**src/rtl/lmp_pkg.sv**
```systemverilog
// Shared constants, types and the CORDIC angle table for the lm to lon/lat projection.
// Depends on nothing; every other file in rtl uses it.

package lmp_pkg;

    localparam int FRAC_BITS_DEF = 16;
    localparam int Q             = 30;
    localparam int ITER          = 30;
    localparam int SQRT_STEPS    = 31;

    localparam logic signed [39:0] INV_GAIN  = 40'sd652032874;
    localparam logic signed [39:0] PI_Q      = 40'sd3373259426;
    localparam logic signed [39:0] HALF_PI_Q = 40'sd1686629713;
    localparam logic signed [39:0] TWO_PI_Q  = 40'sd6746518852;

    // register indexes on the APB port
    localparam logic REG_LON = 1'b0;
    localparam logic REG_LAT = 1'b1;

    typedef struct packed {
        logic signed [31:0] sin_v;
        logic signed [31:0] cos_v;
    } trig_t;

    // atan(2^-i) in Q30, truncated
    function automatic logic signed [35:0] atan_step(input logic [4:0] idx);
        logic signed [35:0] val;
        unique case (idx)
            5'd0:    val = 36'sd843314856;
            5'd1:    val = 36'sd497837829;
            5'd2:    val = 36'sd263043836;
            5'd3:    val = 36'sd133525158;
            5'd4:    val = 36'sd67021686;
            5'd5:    val = 36'sd33543515;
            5'd6:    val = 36'sd16775850;
            5'd7:    val = 36'sd8388437;
            5'd8:    val = 36'sd4194282;
            5'd9:    val = 36'sd2097149;
            default: val = (36'sd1 <<< (6'd30 - {1'b0, idx})) - 36'sd1;
        endcase
        return val;
    endfunction

endpackage

```
**src/rtl/lmp_isqrt.sv**
```systemverilog
// Pipelined integer square root of a 61-bit value, one result bit per stage.
// Carries a sideband word alongside. Uses lmp_pkg.

module lmp_isqrt #(
    parameter int SIDE_W = 1
) (
    input  logic              clk,
    input  logic              rst_n,
    input  logic              en,
    input  logic              in_valid,
    input  logic [60:0]       rad,
    input  logic [SIDE_W-1:0] side_in,
    output logic              out_valid,
    output logic [30:0]       root,
    output logic [SIDE_W-1:0] side_out
);

    localparam int STEPS = lmp_pkg::SQRT_STEPS;

    logic [61:0]       v_reg    [STEPS];
    logic [61:0]       res_reg  [STEPS];
    logic [SIDE_W-1:0] side_reg [STEPS];
    logic [STEPS-1:0]  val_reg;

    for (genvar k = 0; k < STEPS; k++)
    begin : g_step
        logic [61:0]       v_i, r_i, t;
        logic [SIDE_W-1:0] s_i;
        logic              val_i;
        localparam logic [61:0] BIT_K = 62'(1) << (60 - 2 * k);

        if (k == 0)
        begin : g_first
            assign v_i   = {1'b0, rad};
            assign r_i   = '0;
            assign s_i   = side_in;
            assign val_i = in_valid;
        end
        else
        begin : g_next
            assign v_i   = v_reg[k-1];
            assign r_i   = res_reg[k-1];
            assign s_i   = side_reg[k-1];
            assign val_i = val_reg[k-1];
        end

        assign t = r_i + BIT_K;

        always_ff @(posedge clk or negedge rst_n)
        begin
            if (!rst_n)
            begin
                val_reg[k] <= 1'b0;
            end
            else if (en)
            begin
                val_reg[k] <= val_i;
            end
        end

        always_ff @(posedge clk)
        begin
            if (en)
            begin
                side_reg[k] <= s_i;
                if (v_i >= t)
                begin
                    v_reg[k]   <= v_i - t;
                    res_reg[k] <= (r_i >> 1) + BIT_K;
                end
                else
                begin
                    v_reg[k]   <= v_i;
                    res_reg[k] <= r_i >> 1;
                end
            end
        end
    end

    assign out_valid = val_reg[STEPS-1];
    assign root      = res_reg[STEPS-1][30:0];
    assign side_out  = side_reg[STEPS-1];

endmodule

```
**config.mk**
```make
export PLATFORM = sky130hd
export DESIGN_NAME = lmp_isqrt
export DESIGN_NICKNAME = d
export VERILOG_FILES = /design/src/rtl/lmp_pkg.sv /design/src/rtl/lmp_isqrt.sv
export SDC_FILE = /design/constraint.sdc
export NUM_CORES = 2
export LEC_CHECK = 0
export BUFFER_PORTS_ARGS = -buffer_cell sky130_fd_sc_hd__buf_2
export CELL_PAD_IN_SITES_DETAIL_PLACEMENT = 0
export CELL_PAD_IN_SITES_GLOBAL_PLACEMENT = 2
export CORE_UTILIZATION = 41
export DETAILED_ROUTE_END_ITERATION = 10
export PLACE_DENSITY = 0.77
export SETUP_SLACK_MARGIN = 0.02
export SLEW_MARGIN = 20
export SYNTH_ARGS = -nofsm -noshare
export SYNTH_HDL_FRONTEND = slang
export SYNTH_SLANG_ARGS = --single-unit
export TNS_END_PERCENT = 20
```
**constraint.sdc**
```tcl
create_clock -name clk -period 3.7 [get_ports clk]
set_clock_uncertainty 0.15 [all_clocks]
set_input_delay 0.555 -clock clk [delete_from_list [all_inputs] [get_ports clk]]
set_output_delay 0.555 -clock clk [all_outputs]
set_load 0.02 [all_outputs]
```
## Word-level counts from Yosys, hierarchy flattened

Memory sizes are Yosys's and may differ from the RTL's.
Cells that the tools add are included.

| word-level totals | value |
|---|---|
| logic and storage cells | 468 |
| bits in registers | 31 |
| input port bits | 66 |
| output and inout port bits | 33 |
| ROM bits | 0 |
| memories | 3 |
| bits in latches | 0 |
| RAM bits | 3875 |

Memory list:

| memory | depth | bits a word | rd ports | clocked after memory_dff | write ports | RTL line | RTL |
|---|---|---|---|---|---|---|---|
| res_reg | 31 | 62 | 31 | 0 | 31 | lmp_isqrt.sv:21 | `logic [61:0] res_reg [STEPS];` |
| v_reg | 31 | 62 | 30 | 0 | 31 | lmp_isqrt.sv:20 | `logic [61:0] v_reg [STEPS];` |
| side_reg | 31 | 1 | 31 | 0 | 31 | lmp_isqrt.sv:22 | `logic [SIDE_W-1:0] side_reg [STEPS];` |

| operators by class | value |
|---|---|
| reductions and logical operators | 0 |
| shifts and indexed selects | 0 |
| multipliers | 0 |
| div/mod/pow operators | 0 |
| add/sub/neg operators | 91 |
| $lt $le $gt $ge | 31 |
| bitwise logic cells | 62 |
| mux-type cells | 250 |
| eq/ne operators | 0 |

Operators with widths:

| cell | count |
|---|---|
| $mux W62 | 62 |
| $ge A62 B62 Y1 | 30 |
| $sub A62 B62 Y62 | 30 |
| $mux W1 | 188 |
| $add A61 B1 Y62 const B | 1 |
| $add A61 B11 Y62 const B | 1 |
| $add A61 B13 Y62 const B | 1 |
| $add A61 B15 Y62 const B | 1 |
| $add A61 B17 Y62 const B | 1 |
| $add A61 B19 Y62 const B | 1 |
| $add A61 B21 Y62 const B | 1 |
| $add A61 B23 Y62 const B | 1 |
| $add A61 B25 Y62 const B | 1 |
| $add A61 B27 Y62 const B | 1 |
| $add A61 B29 Y62 const B | 1 |
| $add A61 B3 Y62 const B | 1 |
| $add A61 B31 Y62 const B | 1 |
| $add A61 B33 Y62 const B | 1 |
| $add A61 B35 Y62 const B | 1 |
| $add A61 B37 Y62 const B | 1 |
| $add A61 B39 Y62 const B | 1 |
| $add A61 B41 Y62 const B | 1 |
| $add A61 B43 Y62 const B | 1 |
| $add A61 B45 Y62 const B | 1 |
| 43 further kinds | 104 |

## Longest topological paths before layout

An unclocked memory read counts as a cell.

| depth | value |
|---|---|
| depth after elaboration | 7 |
| mapped depth | 15 |
| gate-level depth less buffers | 12 |

## Worst setup path before layout

Ideal clock, no wire load.

| timing | value |
|---|---|
| path type | input to register |
| start point | input port en |
| end point | memory res_reg[29][2] (netlist: res_reg[1][808]) (enable) |
| slack | -561 ps |
| path buffers | 3 |
| stages on the path | 3 |
| required time | 3067 ps |
| arrival time | 3627 ps |
| setup time | 483 ps |
| path through | clkbuf_1 clkbuf_1 clkbuf_1 |

RTL lines:

| item | RTL line | RTL |
|---|---|---|
| start, declared | lmp_isqrt.sv:9 | `input logic en,` |
| end, declared | lmp_isqrt.sv:21 |  |

==> run summary <==
Die area = 0.284 sq mm
Ranking of synthesized cells by area = edfxtp_1, ha_1, xnor2_1
Synth Area in Simple Gates = 12.8%
Worst skew pair latency = 0.90 ns
Synth top area share = 62.0%
RSZ-0062 raised after global routing = true
Post-Route WL = 317 mm
Via count = 77700
Most frequent CP cell = buf_4
Status = finished, violations left
Routed Antenna Nets = 0
Post-synthesis compound-gate area fraction = 9.00%
Global-route wire length before repair = 473 mm
Flop pwr share = 44.5%
Final Hold Viols = 0
Fin nets = 11000
Clk pwr share = 32.0%
Worst setup startpoint = v_reg[1][689]
Share of total power in combinational logic = 23.5%
Int Pwr = 0.0590 W
# IOs = 99
Syn Area/Cell = 12.5 sq um
Root Buffer Master = clkbuf_16
TritonCTS clock tree = built
Clock buffer depth = 4
H-Tree Level Count = 5
Worst slew margin = 26.2%
DR pass1 iterations = 5
CP peak stage delay = 0.48 ns
Largest family of logic cells by synthesized area = simple AND/OR/NAND/NOR gates
Row cnt = 194
Initial Util = 41.3%
Reg2Reg Capture Point = v_reg[1][801]
Distinct cells, synth = 91
Post-synth EDFFs = 2387
Adder-cell area share of the yosys netlist = 5.66%
Fraction of the cycle the final worst path needs = 102%
Worst r2r src = v_reg[1][689]
Total CTS buffers = 272
Cells after synthesis = 9246
Pwr dens = 605 mW/mm^2
Total net switching power = 0.0252 W
Yosys warns = 0
Top_reg_cell synth = edfxtp_1
Port bufs = 98
Total power = 0.0842 W
Post-synth top area cell = edfxtp_1
CTS clk-pin slew, worst paths = 0.06 ns
Global Route Usage Sum = 21.8%
Clk sinks = 2418
CP top delay family = simple AND/OR/NAND/NOR gates
Vias in the first global route = 75400
Slowest CP cell = or4_4
Worst-path fanout max = 6
Most frequent cells after synthesis = edfxtp_1, nand2_1, inv_1
Min Tclk post-route = 3.77 ns
Placed cell count = 13700
Core region area = 0.280 sq mm
Share of flip-flops with an asynchronous set or reset = 1.28%
Net Sw Frac = 29.9%
Kind of critical path = reg2reg
Xor/xnor share of the synthesized area = 6.17%
Largest net degree at the start of global routing = 209
Multiplexer area fraction after synthesis = 0.934%
WP data required = 4.13 ns
Register area share after synthesis = 62.7%
Final setup fails = 2
Max-cap violations = 0
Top-count cell post-synth = edfxtp_1
Critical path, cell by cell = ha_4, buf_6, nand4b_1, or4_4, nor3_4, buf_4, nand4_1, buf_4, o21ai_4, a311oi_4, buf_12, buf_8, or3_4, nor4_4, xor2_1
Largest register FFs = 1860
Fin cells = 14300
Area growth syn-to-layout = 20.4%
Mapped Area = 0.116 sq mm
DR DRC count = 0
DIE WIDTH = 533 microns
Placer Congestion = 0.937
Seq cells post-synth = 2418
Worst reg2reg setup slack = -0.07 ns
Worst Path Buf+Inv = 5
Peak VDD IR = 399 uV
Syn Nets = 9835
Post-DR wirelength/cell = 22.1 microns
Worst setup EP type = flop
Setup ws final = -0.0696 ns
Layout cell share with drive strength beyond 1 = 17.7%
HP Class = in2async
Total gr overflow = 0
Drt initial violations = 6966
Critical Path AT = 4.20 ns
Failing checks = negative setup slack
Vert. Die Dim = 533 microns
Fin. max-slew vios = 0
Initial antenna violation count = 9
FMAX = 265 MHz
Worst-Margin Slew = 1.11 ns
Via density = 5.42
Static Leak = 52.7 nW
Crit start category = flop
FF-to-FF path depth = 15
Post-DP HPWL = 238 mm
==> kinds of logic (layout without fill, tap and decap cells) <==
kind of cell | after synthesis | in the layout
buffers and inverters | 853 | 2222
muxes | 97 | 97
adders and majority gates | 523 | 523
AOI/OAI and AO/OA | 1687 | 1687
DFF | 2418 | 2418
xor gates and xnor gates | 815 | 815
other | 0 | 3
and+or+nand+nor | 2853 | 2853
==> layout by cell type (no fill, tap or decap), types with 402 or more instances in the layout <==
cell type	netlist	routed
nor2_1	500	491
edfxtp_1	2387	2387
ha_1	523	491
a21oi_1	453	426
o21ai_0	544	500
xor2_1	403	402
nand2_1	735	727
inv_1	632	627
xnor2_1	412	407
buf_4	0	882
==> power by group through the flow <==
| stage | registers [W] | clock network, W | logic (W) |
|---|---|---|---|
| 2_1_floorplan | 0.0367 | 0 | 0.0118 |
| 3_3_place_gp | 0.0379 | 0 | 0.0185 |
| 3_5_place_dp | 0.0379 | 0 | 0.0185 |
| 4_1_cts | 0.0374 | 0.0276 | 0.0190 |
| 5_1_grt | 0.0378 | 0.0286 | 0.0217 |
| 6_report | 0.0375 | 0.0269 | 0.0198 |
==> worst register-to-register path: stages (launching register included) <==
cell and delay (ns):
edfxtp_1 0.43, ha_4 0.30, buf_6 0.09, nand4b_1 0.13, or4_4 0.48, nor3_4 0.35
buf_4 0.19, nand4_1 0.10, buf_4 0.17, o21ai_4 0.15, a311oi_4 0.07, buf_12 0.18
buf_8 0.12, or3_4 0.34, nor4_4 0.15, xor2_1 0.10
==> cell type report <==
type | instances | area [sq um]
clock inverters | 161 | 1590
clock buffers | 326 | 7290
well taps | 3724 | 4660
diodes | 3 | 7.51
fillers | 24400 | 141000
inverters | 635 | 2380
multi-input cells | 5975 | 42100
repair buffers | 1100 | 8740
flip-flops and latches | 2418 | 72500
==> worst max-delay path by stage <==
stage / cells after the start / end / slack, ns
floorplan: 3 / res_reg[1][568] / -0.45
global placement: 12 / v_reg[1][614] / -0.61
detailed placement: 14 / v_reg[1][801] / -0.62
CTS: 15 / v_reg[1][801] / -0.07
global route: 15 / v_reg[1][801] / -0.18
finish: 15 / v_reg[1][801] / -0.07
==> stage by stage <==
stage          cell area, sq um  util, %  hold slack [ns]  worst slack [ns]  TNS [ns]
2_1_floorplan            116000        -            0.109            -0.452   -304.28
3_3_place_gp             127000     45.3            0.251            -0.613    -47.81
3_5_place_dp             127000     45.3            0.255            -0.620    -48.57
4_1_cts                  137000     49.0           0.0863           -0.0658    -0.295
5_1_grt                  139000     49.7            0.159            -0.184     -1.72
6_report                 139000     49.7            0.148           -0.0696    -0.135
==> layer usage <==
layer | vias up | wire (microns) | GRT usage, %
li1 | 36900 | - | -
met1 | 38200 | 152000 | 33.1
met2 | 2230 | 137000 | 32.6
met3 | 380 | 21700 | 3.60
met4 | 0 | 6340 | 4.58
met5 | - | 0 | 0
==> what timing repair did <==
item	in CTS	in global routing
hold buffers	64	0
endpoints found under the setup margin	323	518
endpoints found under the hold margin	96	0
resized for setup	125	301
gates cloned	1	2
pin swaps	25	102
setup buffers	17	51
No activity file was read; power rests on OpenSTA's default activity.
