==> src/rtl/lmp_pkg.sv <==
// Shared constants, types and the CORDIC angle table for the lm to lon/lat projection.
// Depends on nothing; every other file in rtl uses it.

package lmp_pkg;

    localparam int FRAC_BITS_DEF = 16;
    localparam int Q             = 30;
    localparam int ITER          = 30;
    localparam int SQRT_STEPS    = 31;

    localparam logic signed [39:0] INV_GAIN  = 40'sd652032874;
    localparam logic signed [39:0] PI_Q      = 40'sd3373259426;
    localparam logic signed [39:0] HALF_PI_Q = 40'sd1686629713;
    localparam logic signed [39:0] TWO_PI_Q  = 40'sd6746518852;

    // register indexes on the APB port
    localparam logic REG_LON = 1'b0;
    localparam logic REG_LAT = 1'b1;

    typedef struct packed {
        logic signed [31:0] sin_v;
        logic signed [31:0] cos_v;
    } trig_t;

    // atan(2^-i) in Q30, truncated
    function automatic logic signed [35:0] atan_step(input logic [4:0] idx);
        logic signed [35:0] val;
        unique case (idx)
            5'd0:    val = 36'sd843314856;
            5'd1:    val = 36'sd497837829;
            5'd2:    val = 36'sd263043836;
            5'd3:    val = 36'sd133525158;
            5'd4:    val = 36'sd67021686;
            5'd5:    val = 36'sd33543515;
            5'd6:    val = 36'sd16775850;
            5'd7:    val = 36'sd8388437;
            5'd8:    val = 36'sd4194282;
            5'd9:    val = 36'sd2097149;
            default: val = (36'sd1 <<< (6'd30 - {1'b0, idx})) - 36'sd1;
        endcase
        return val;
    endfunction

endpackage

==> src/rtl/lmp_sincos.sv <==
// Sequential rotation CORDIC: sine and cosine of the centre latitude.
// Runs after reset and after every latitude write. Uses lmp_pkg.

module lmp_sincos #(
    parameter int FRAC_BITS = lmp_pkg::FRAC_BITS_DEF
) (
    input  logic                clk,
    input  logic                rst_n,
    input  logic                start,
    input  logic signed [17:0]  angle,
    output logic                busy,
    output lmp_pkg::trig_t      trig
);

    localparam int SH = lmp_pkg::Q - FRAC_BITS;

    typedef enum logic [3:0] {
        ST_IDLE   = 4'b0001,
        ST_LOAD   = 4'b0010,
        ST_REDUCE = 4'b0100,
        ST_ROTATE = 4'b1000
    } state_t;

    state_t             state_reg;
    logic signed [39:0] r_reg;
    logic signed [33:0] x_reg, y_reg, z_reg;
    logic [4:0]         i_reg;
    logic               neg_reg;
    lmp_pkg::trig_t     trig_reg;

    logic signed [39:0] fold;
    logic               fold_neg;
    logic               in_range;
    logic signed [33:0] dx, dy, at, x_next, y_next, z_next;
    logic               last_iter;

    always_comb
    begin
        fold     = r_reg;
        fold_neg = 1'b0;
        if (fold > lmp_pkg::PI_Q)
        begin
            fold = fold - lmp_pkg::TWO_PI_Q;
        end
        else if (fold < -lmp_pkg::PI_Q)
        begin
            fold = fold + lmp_pkg::TWO_PI_Q;
        end
        if (fold > lmp_pkg::HALF_PI_Q)
        begin
            fold     = fold - lmp_pkg::PI_Q;
            fold_neg = 1'b1;
        end
        else if (fold < -lmp_pkg::HALF_PI_Q)
        begin
            fold     = fold + lmp_pkg::PI_Q;
            fold_neg = 1'b1;
        end
    end

    assign in_range  = (r_reg < lmp_pkg::TWO_PI_Q) && (r_reg > -lmp_pkg::TWO_PI_Q);
    assign last_iter = (i_reg == 5'(lmp_pkg::ITER - 1));

    always_comb
    begin
        dx = y_reg >>> i_reg;
        dy = x_reg >>> i_reg;
        at = 34'(lmp_pkg::atan_step(i_reg));
        if (z_reg >= 0)
        begin
            x_next = x_reg - dx;
            y_next = y_reg + dy;
            z_next = z_reg - at;
        end
        else
        begin
            x_next = x_reg + dx;
            y_next = y_reg - dy;
            z_next = z_reg + at;
        end
    end

    always_ff @(posedge clk or negedge rst_n)
    begin
        if (!rst_n)
        begin
            state_reg <= ST_LOAD;
        end
        else if (start)
        begin
            state_reg <= ST_LOAD;
        end
        else
        begin
            unique case (state_reg)
                ST_LOAD:   state_reg <= ST_REDUCE;
                ST_REDUCE: if (in_range) state_reg <= ST_ROTATE;
                ST_ROTATE: if (last_iter) state_reg <= ST_IDLE;
                ST_IDLE:   state_reg <= ST_IDLE;
                default:   state_reg <= ST_IDLE;
            endcase
        end
    end

    always_ff @(posedge clk)
    begin
        unique case (state_reg)
            ST_LOAD:
            begin
                r_reg <= 40'(angle) <<< SH;
            end
            ST_REDUCE:
            begin
                // same as a truncating modulo by two pi
                if (r_reg >= lmp_pkg::TWO_PI_Q)
                begin
                    r_reg <= r_reg - lmp_pkg::TWO_PI_Q;
                end
                else if (r_reg <= -lmp_pkg::TWO_PI_Q)
                begin
                    r_reg <= r_reg + lmp_pkg::TWO_PI_Q;
                end
                else
                begin
                    z_reg   <= 34'(fold);
                    x_reg   <= 34'(lmp_pkg::INV_GAIN);
                    y_reg   <= '0;
                    i_reg   <= '0;
                    neg_reg <= fold_neg;
                end
            end
            ST_ROTATE:
            begin
                x_reg <= x_next;
                y_reg <= y_next;
                z_reg <= z_next;
                i_reg <= i_reg + 5'd1;
                if (last_iter)
                begin
                    trig_reg.sin_v <= neg_reg ? 32'(-y_next) : 32'(y_next);
                    trig_reg.cos_v <= neg_reg ? 32'(-x_next) : 32'(x_next);
                end
            end
            ST_IDLE:
            begin
            end
            default:
            begin
            end
        endcase
    end

    assign busy = (state_reg != ST_IDLE);
    assign trig = trig_reg;

endmodule

==> config.mk <==
export PLATFORM = sky130hd
export DESIGN_NAME = lmp_sincos
export DESIGN_NICKNAME = d
export VERILOG_FILES = /design/src/rtl/lmp_pkg.sv /design/src/rtl/lmp_sincos.sv
export SDC_FILE = /design/constraint.sdc
export NUM_CORES = 1
export LEC_CHECK = 0
export ABC_AREA = 1
export BUFFER_PORTS_ARGS = -buffer_cell sky130_fd_sc_hd__clkbuf_2
export CAP_MARGIN = 5
export CORE_AREA = 3 3 303 305
export DETAILED_ROUTE_END_ITERATION = 12
export DIE_AREA = 0 0 306 308
export PLACE_DENSITY = 0.53
export SYNTH_ARGS = -nofsm -noshare
export SYNTH_HDL_FRONTEND = slang
export SYNTH_SLANG_ARGS = --single-unit
==> constraint.sdc <==
create_clock -name clk -period 17.25 [get_ports clk]
set_input_delay 2.5875 -clock clk [delete_from_list [all_inputs] [get_ports clk]]
set_output_delay 2.5875 -clock clk [all_outputs]
set_load 0.03 [all_outputs]
# After elaboration in Yosys (flattened, before gate mapping)

Cells that the tools add are included.

Add/subtract/negate cells: 15
Order comparisons: 9
Equality and inequality tests: 19
Shifts and indexed selects: 3
Muxes and demuxes: 30
Bitwise gates (word level): 2
Reductions and logical operators: 9

Operators by type and width:

| operator                                                             | number |
|---|---|
| 2-to-1 mux 34 bit                                                    | 11 |
| case mux 34 bit (10 select lines)                                    | 1 |
| case mux 34 bit (2 select lines)                                     | 3 |
| 2-to-1 mux 40 bit                                                    | 4 |
| adder 34 bit                                                         | 3 |
| subtractor 34 bit                                                    | 3 |
| case mux 40 bit (2 select lines)                                     | 1 |
| >>> shifter 34 x 5 -> 34 bit                                         | 2 |
| 2-to-1 mux 32 bit                                                    | 2 |
| negation 32 bit                                                      | 2 |
| adder 40 x 34 -> 40 bit (second input constant)                      | 1 |
| greater-or-equal comparator 40 x 34 -> 1 bit (second input constant) | 1 |
| greater-than comparator 40 x 32 -> 1 bit (second input constant)     | 1 |
| greater-than comparator 40 x 33 -> 1 bit (second input constant)     | 1 |
| greater-than comparator 40 x 34 -> 1 bit (second input constant)     | 1 |
| <= comparator 40 x 34 -> 1 bit (second input constant)               | 1 |
| < comparator 40 x 32 -> 1 bit (second input constant)                | 1 |
| < comparator 40 x 33 -> 1 bit (second input constant)                | 1 |
| < comparator 40 x 34 -> 1 bit (second input constant)                | 1 |
| subtractor 40 x 34 -> 40 bit (second input constant)                 | 1 |
| adder 34 x 33 -> 34 bit (second input constant)                      | 1 |
| greater-or-equal comparator 34 x 1 -> 1 bit (second input constant)  | 1 |
| <<< shifter 2 x 6 -> 34 bit (first input constant)                   | 1 |
| subtractor 34 x 2 -> 34 bit (second input constant)                  | 1 |
| other kinds (25)                                                     | 41 |

Bits in registers: 216
Input port bits: 21
Output and inout bits: 65
Word-level logic and storage cells: 96

# Longest topological paths before layout

Word-level depth: 9
Depth in mapped cells: 43
Depth with buffers taken out: 42

# Worst setup path before layout

No wires, ideal clock.

Kind: reg-to-reg
From: reg r_reg[15]
To: reg i_reg[0], enable pin
Setup time: 0.721 ns
Data arrival time: 9.292 ns
Data required time: 16.529 ns
Path slack: 7.237 ns
Stages on the path, launching flop included: 13
Buffers on the path: 1
Clock period less this slack: 10.013 ns
Cells stage by stage: edfxtp_1 buf_2 nor2_1 nand2_1 nor2_1 nand2_1 nand2_1 nand2_1 nand2_1 nor2_1 o41ai_1 nand2_1 o21ai_0

Longest elaborated chain between the ends: 3
Elaborated cells between the ends (all ways): 5

RTL lines:

| what                                                                                                  | RTL line                             | text |
|---|---|---|
| start, declared                                                                                       | lmp_sincos.sv:25                     | `logic signed [39:0] r_reg;` |
| start signal, assigned                                                                                | lmp_sincos.sv:110                    | `r_reg <= 40'(angle) <<< SH;` |
| start signal, assigned                                                                                | lmp_sincos.sv:117                    | `r_reg <= r_reg - lmp_pkg::TWO_PI_Q;` |
| start signal, assigned                                                                                | lmp_sincos.sv:121                    | `r_reg <= r_reg + lmp_pkg::TWO_PI_Q;` |
| <= comparator 40 x 34 -> 1 bit / greater-or-equal comparator 40 x 34 -> 1 bit (equally long branches) | lmp_sincos.sv:119, lmp_sincos.sv:115 |  |
| inequality test 2 bit (no source line)                                                                | --                                   |  |
| AND reduction 3 bit (no source line) *                                                                | --                                   |  |
| end signal, assigned                                                                                  | lmp_sincos.sv:137                    | `i_reg <= i_reg + 5'd1;` |
| end, declared                                                                                         | lmp_sincos.sv:27                     | `logic [4:0] i_reg;` |

Every way passes the cells marked *; elsewhere a longest branch is shown, timed or not.
A chain may end at the register's enable or synchronous reset.

# Final worst setup path

From: reg i_reg[0]
To: reg z_reg[32] (data pin)

Longest elaborated chain between the ends: 7
Elaborated cells between the ends (all ways): 18

RTL lines:

| what                                                     | RTL line                           | text |
|---|---|---|
| subtractor 5 x 5 -> 6 bit                                | lmp_pkg.sv:39                      | `default: val = (36'sd1 <<< (6'd30 - {1'b0, idx})) - 36'sd1;` |
| <<< shifter 2 x 6 -> 34 bit                              | lmp_pkg.sv:39                      |  |
| subtractor 34 x 2 -> 34 bit                              | lmp_pkg.sv:39                      |  |
| case mux 34 bit (10 select lines) *                      | lmp_pkg.sv:28                      | `unique case (idx)` |
| adder 34 bit / subtractor 34 bit (equally long branches) | lmp_sincos.sv:79, lmp_sincos.sv:73 |  |
| 2-to-1 mux 34 bit *                                      | lmp_sincos.sv:69                   | `if (z_reg >= 0)` |
| case mux 34 bit (2 select lines) *                       | lmp_sincos.sv:107                  | `unique case (state_reg)` |
| end signal, assigned                                     | lmp_sincos.sv:125                  | `z_reg <= 34'(fold);` |
| end signal, assigned                                     | lmp_sincos.sv:136                  | `z_reg <= z_next;` |
| end, declared                                            | lmp_sincos.sv:26                   | `logic signed [33:0] x_reg, y_reg, z_reg;` |

Marked as above.

==> key figures <==
Critical path
  • Critical path arrival: 8550 ps
  • CP required: 17650 ps
  • Max incr delay on CP: 610 ps
  • Worst setup EP type: flip-flop
  • Critical Path Fanout Max: 79
  • Startpoint Class: flip-flop
  • Crit Path Class: reg2reg
  • Slowest CP cell: inv_1

Clock network
  • Total CTS buffers: 31
  • Worst-Skew Late Latency: 650 ps
  • Setup Buffers After CTS: 0
  • CTS tree: built
  • Register clock-pin slew on the reported worst setup and hold paths: 70 ps
  • Maximum clock path buffer count: 3
  • Cts repair resizes: 0
  • Hold_buf cts: 0
  • Root buf cell: clkbuf_16
  • Sink Count: 214
  • H-tree depth: 1

Timing
  • Max Clk Rate: 123 MHz
  • Final setup fails: 0
  • Post-route setup TNS: 0 ps
  • Final Skew: 14.8 ps
  • Tightest Pin Transition: 1030 ps
  • Slew HR: 0.313
  • Final Cycle Share: 0.473
  • WHS: 568 ps
  • Period minus WS final: 8150 ps
  • Final hold viol count: 0
  • RSZ-0062 raised after global routing: no
  • Fin. max-slew vios: 0

GRT
  • First-pass GRT wire length: 187 mm
  • Vias in the first global route: 31334
  • Congestion Overflow GR: 0
  • Largest net degree at the start of global routing: 80
  • GRT Total Usage: 0.252
  • Initial antenna violation count: 0

Synthesis
  • Mapped Cells: 5122
  • #FFs+latches synth: 214
  • Distinct cells, synth: 70
  • Asr flop ratio synth: 0.0187
  • Ys Warns: 0
  • Syn avg cell area: 5.92 um^2
  • Sequential area share after synthesis: 0.211
  • Net count after synthesis: 5262
  • Main synth FF type: edfxtp_1
  • EDFF count, synth: 210
  • Cell area after synthesis: 0.0303 mm^2

Floorplanning
  • Io pins: 86
  • DIE HEIGHT: 308 um
  • Initial Util: 0.338
  • Row cnt: 110
  • Die ar.: 0.0942 mm^2
  • Die X: 306 um
  • Core area: 0.0896 mm^2

Detailed routing
  • DR vias/cell: 5.36
  • Drt initial violations: 3325
  • DRT antenna net count: 0
  • DRC viols: 0
  • WL final: 123 mm
  • Vias: 33739
  • WL/cell: 19.6 um
  • DRT Pass-1 Iters: 6

Finish
  • Layout cells sized above 1: 0.0610
  • Area growth, synth to finish: 7.58%
  • Largest register FFs: 64
  • Net count, final: 5235
  • Fillers: 9966
  • ANT cells: 0
  • Commonest non-fill, non-tap cell in the layout: nand2_1
  • Most frequent cells in the layout: nand2_1, nor2_1, inv_1, nand3_1, o21ai_0

Power
  • Pwr dens: 59.2 mW/mm^2
  • Peak VDD IR: 0.0719 mV
  • P_leak: 15.3 nW

Place
  • GPL Wtd Cong: 0.990
  • Port-buffer cells: 85
  • Post-DP HPWL: 97.1 mm

Status
  • Status: finished clean

Worst hold path
  • Hold Path Class: reg2reg

Job
  • Max Cap Viol: 0
area by class of cell:
cell class | count | area, um^2 | share of cell area
inverter | 524 | 1980 | 0.0606
multi-input combinational | 4211 | 21100 | 0.647
timing repair buffer | 113 | 636 | 0.0195
clock inverter | 20 | 238 | 0.00729
sequential | 214 | 6410 | 0.197
tap | 1176 | 1470 | 0.0451
clock buffer | 36 | 795 | 0.0244
worst max-delay path: cells and delay by family (launching register included):
kind	cells	cell delay [ps]
and+or+nand+nor	17	2460
DFF	1	330
adders and majority gates	3	900
buffers and inverters	11	2570
AOI/OAI and AO/OA	6	1420
xor gates and xnor gates	1	150
worst paths after layout:
path | cells after the start | slack (ps) | start | to
max reg2reg | 38 | 9100 | i_reg[0] | z_reg[32]
min in group asynchronous | 1 | 1740 | rst_n | state_reg[2]
min | 2 | 570 | state_reg[2] | state_reg[2]
min reg2reg | 2 | 570 | state_reg[2] | state_reg[2]
max | 38 | 9100 | i_reg[0] | z_reg[32]
max in group asynchronous | 1 | 15300 | rst_n | state_reg[1]
layer usage:
metal,part of all wire,wire length (um),global-route usage
met1,0.48,58800,0.364
met2,0.43,53100,0.398
met3,0.060,7350,0.0225
met4,0.033,4130,0.0785
met5,0,0,0
power by group:
group	total [mW]	switching, mW	internal [mW]
Combinational	0.629	0.459	0.170
Clock	0.683	0.292	0.391
Sequential	0.618	0.0288	0.589
per-stage QoR:
step / instance area [um^2] / util / setup slack, ps / total power [mW] / std cells
finish: 32600 / 0.364 / 9100 / 1.93 / 6294
global route: 32600 / 0.364 / 8240 / 2.04 / 6294
CTS: 32600 / 0.364 / 9170 / 1.94 / 6294
detailed placement: 31600 / 0.352 / 9200 / 1.24 / 6238
global placement: 31600 / 0.352 / 9250 / 1.24 / 6238
floorplan: 30300 / - / 7240 / 1.06 / 5122
kinds of logic (layout without fill, tap and decap cells):
kind of cell,after synthesis,count (layout),share of synthesized area
xor gates and xnor gates,248,248,0.0728
AOI/OAI and AO/OA,769,769,0.138
DFF,214,214,0.211
buffers and inverters,697,693,0.0945
and+or+nand+nor,3035,3035,0.420
adders and majority gates,119,119,0.0499
muxes,40,40,0.0132
synth_stat cells, types with 55 or more instances:
cell / instances / area, um^2
a21oi_1: 264 / 1320
o21ai_0: 342 / 1710
nor2_1: 652 / 2450
edfxtp_1: 210 / 6310
nand2_1: 1663 / 6240
xor2_1: 194 / 1700
nand3_1: 416 / 2080
ha_1: 116 / 1450
nor3_1: 83 / 415
nand4_1: 75 / 469
inv_1: 474 / 1780
clkbuf_1: 66 / 248
buf_2: 55 / 275
(Power assumes the default switching activity.)
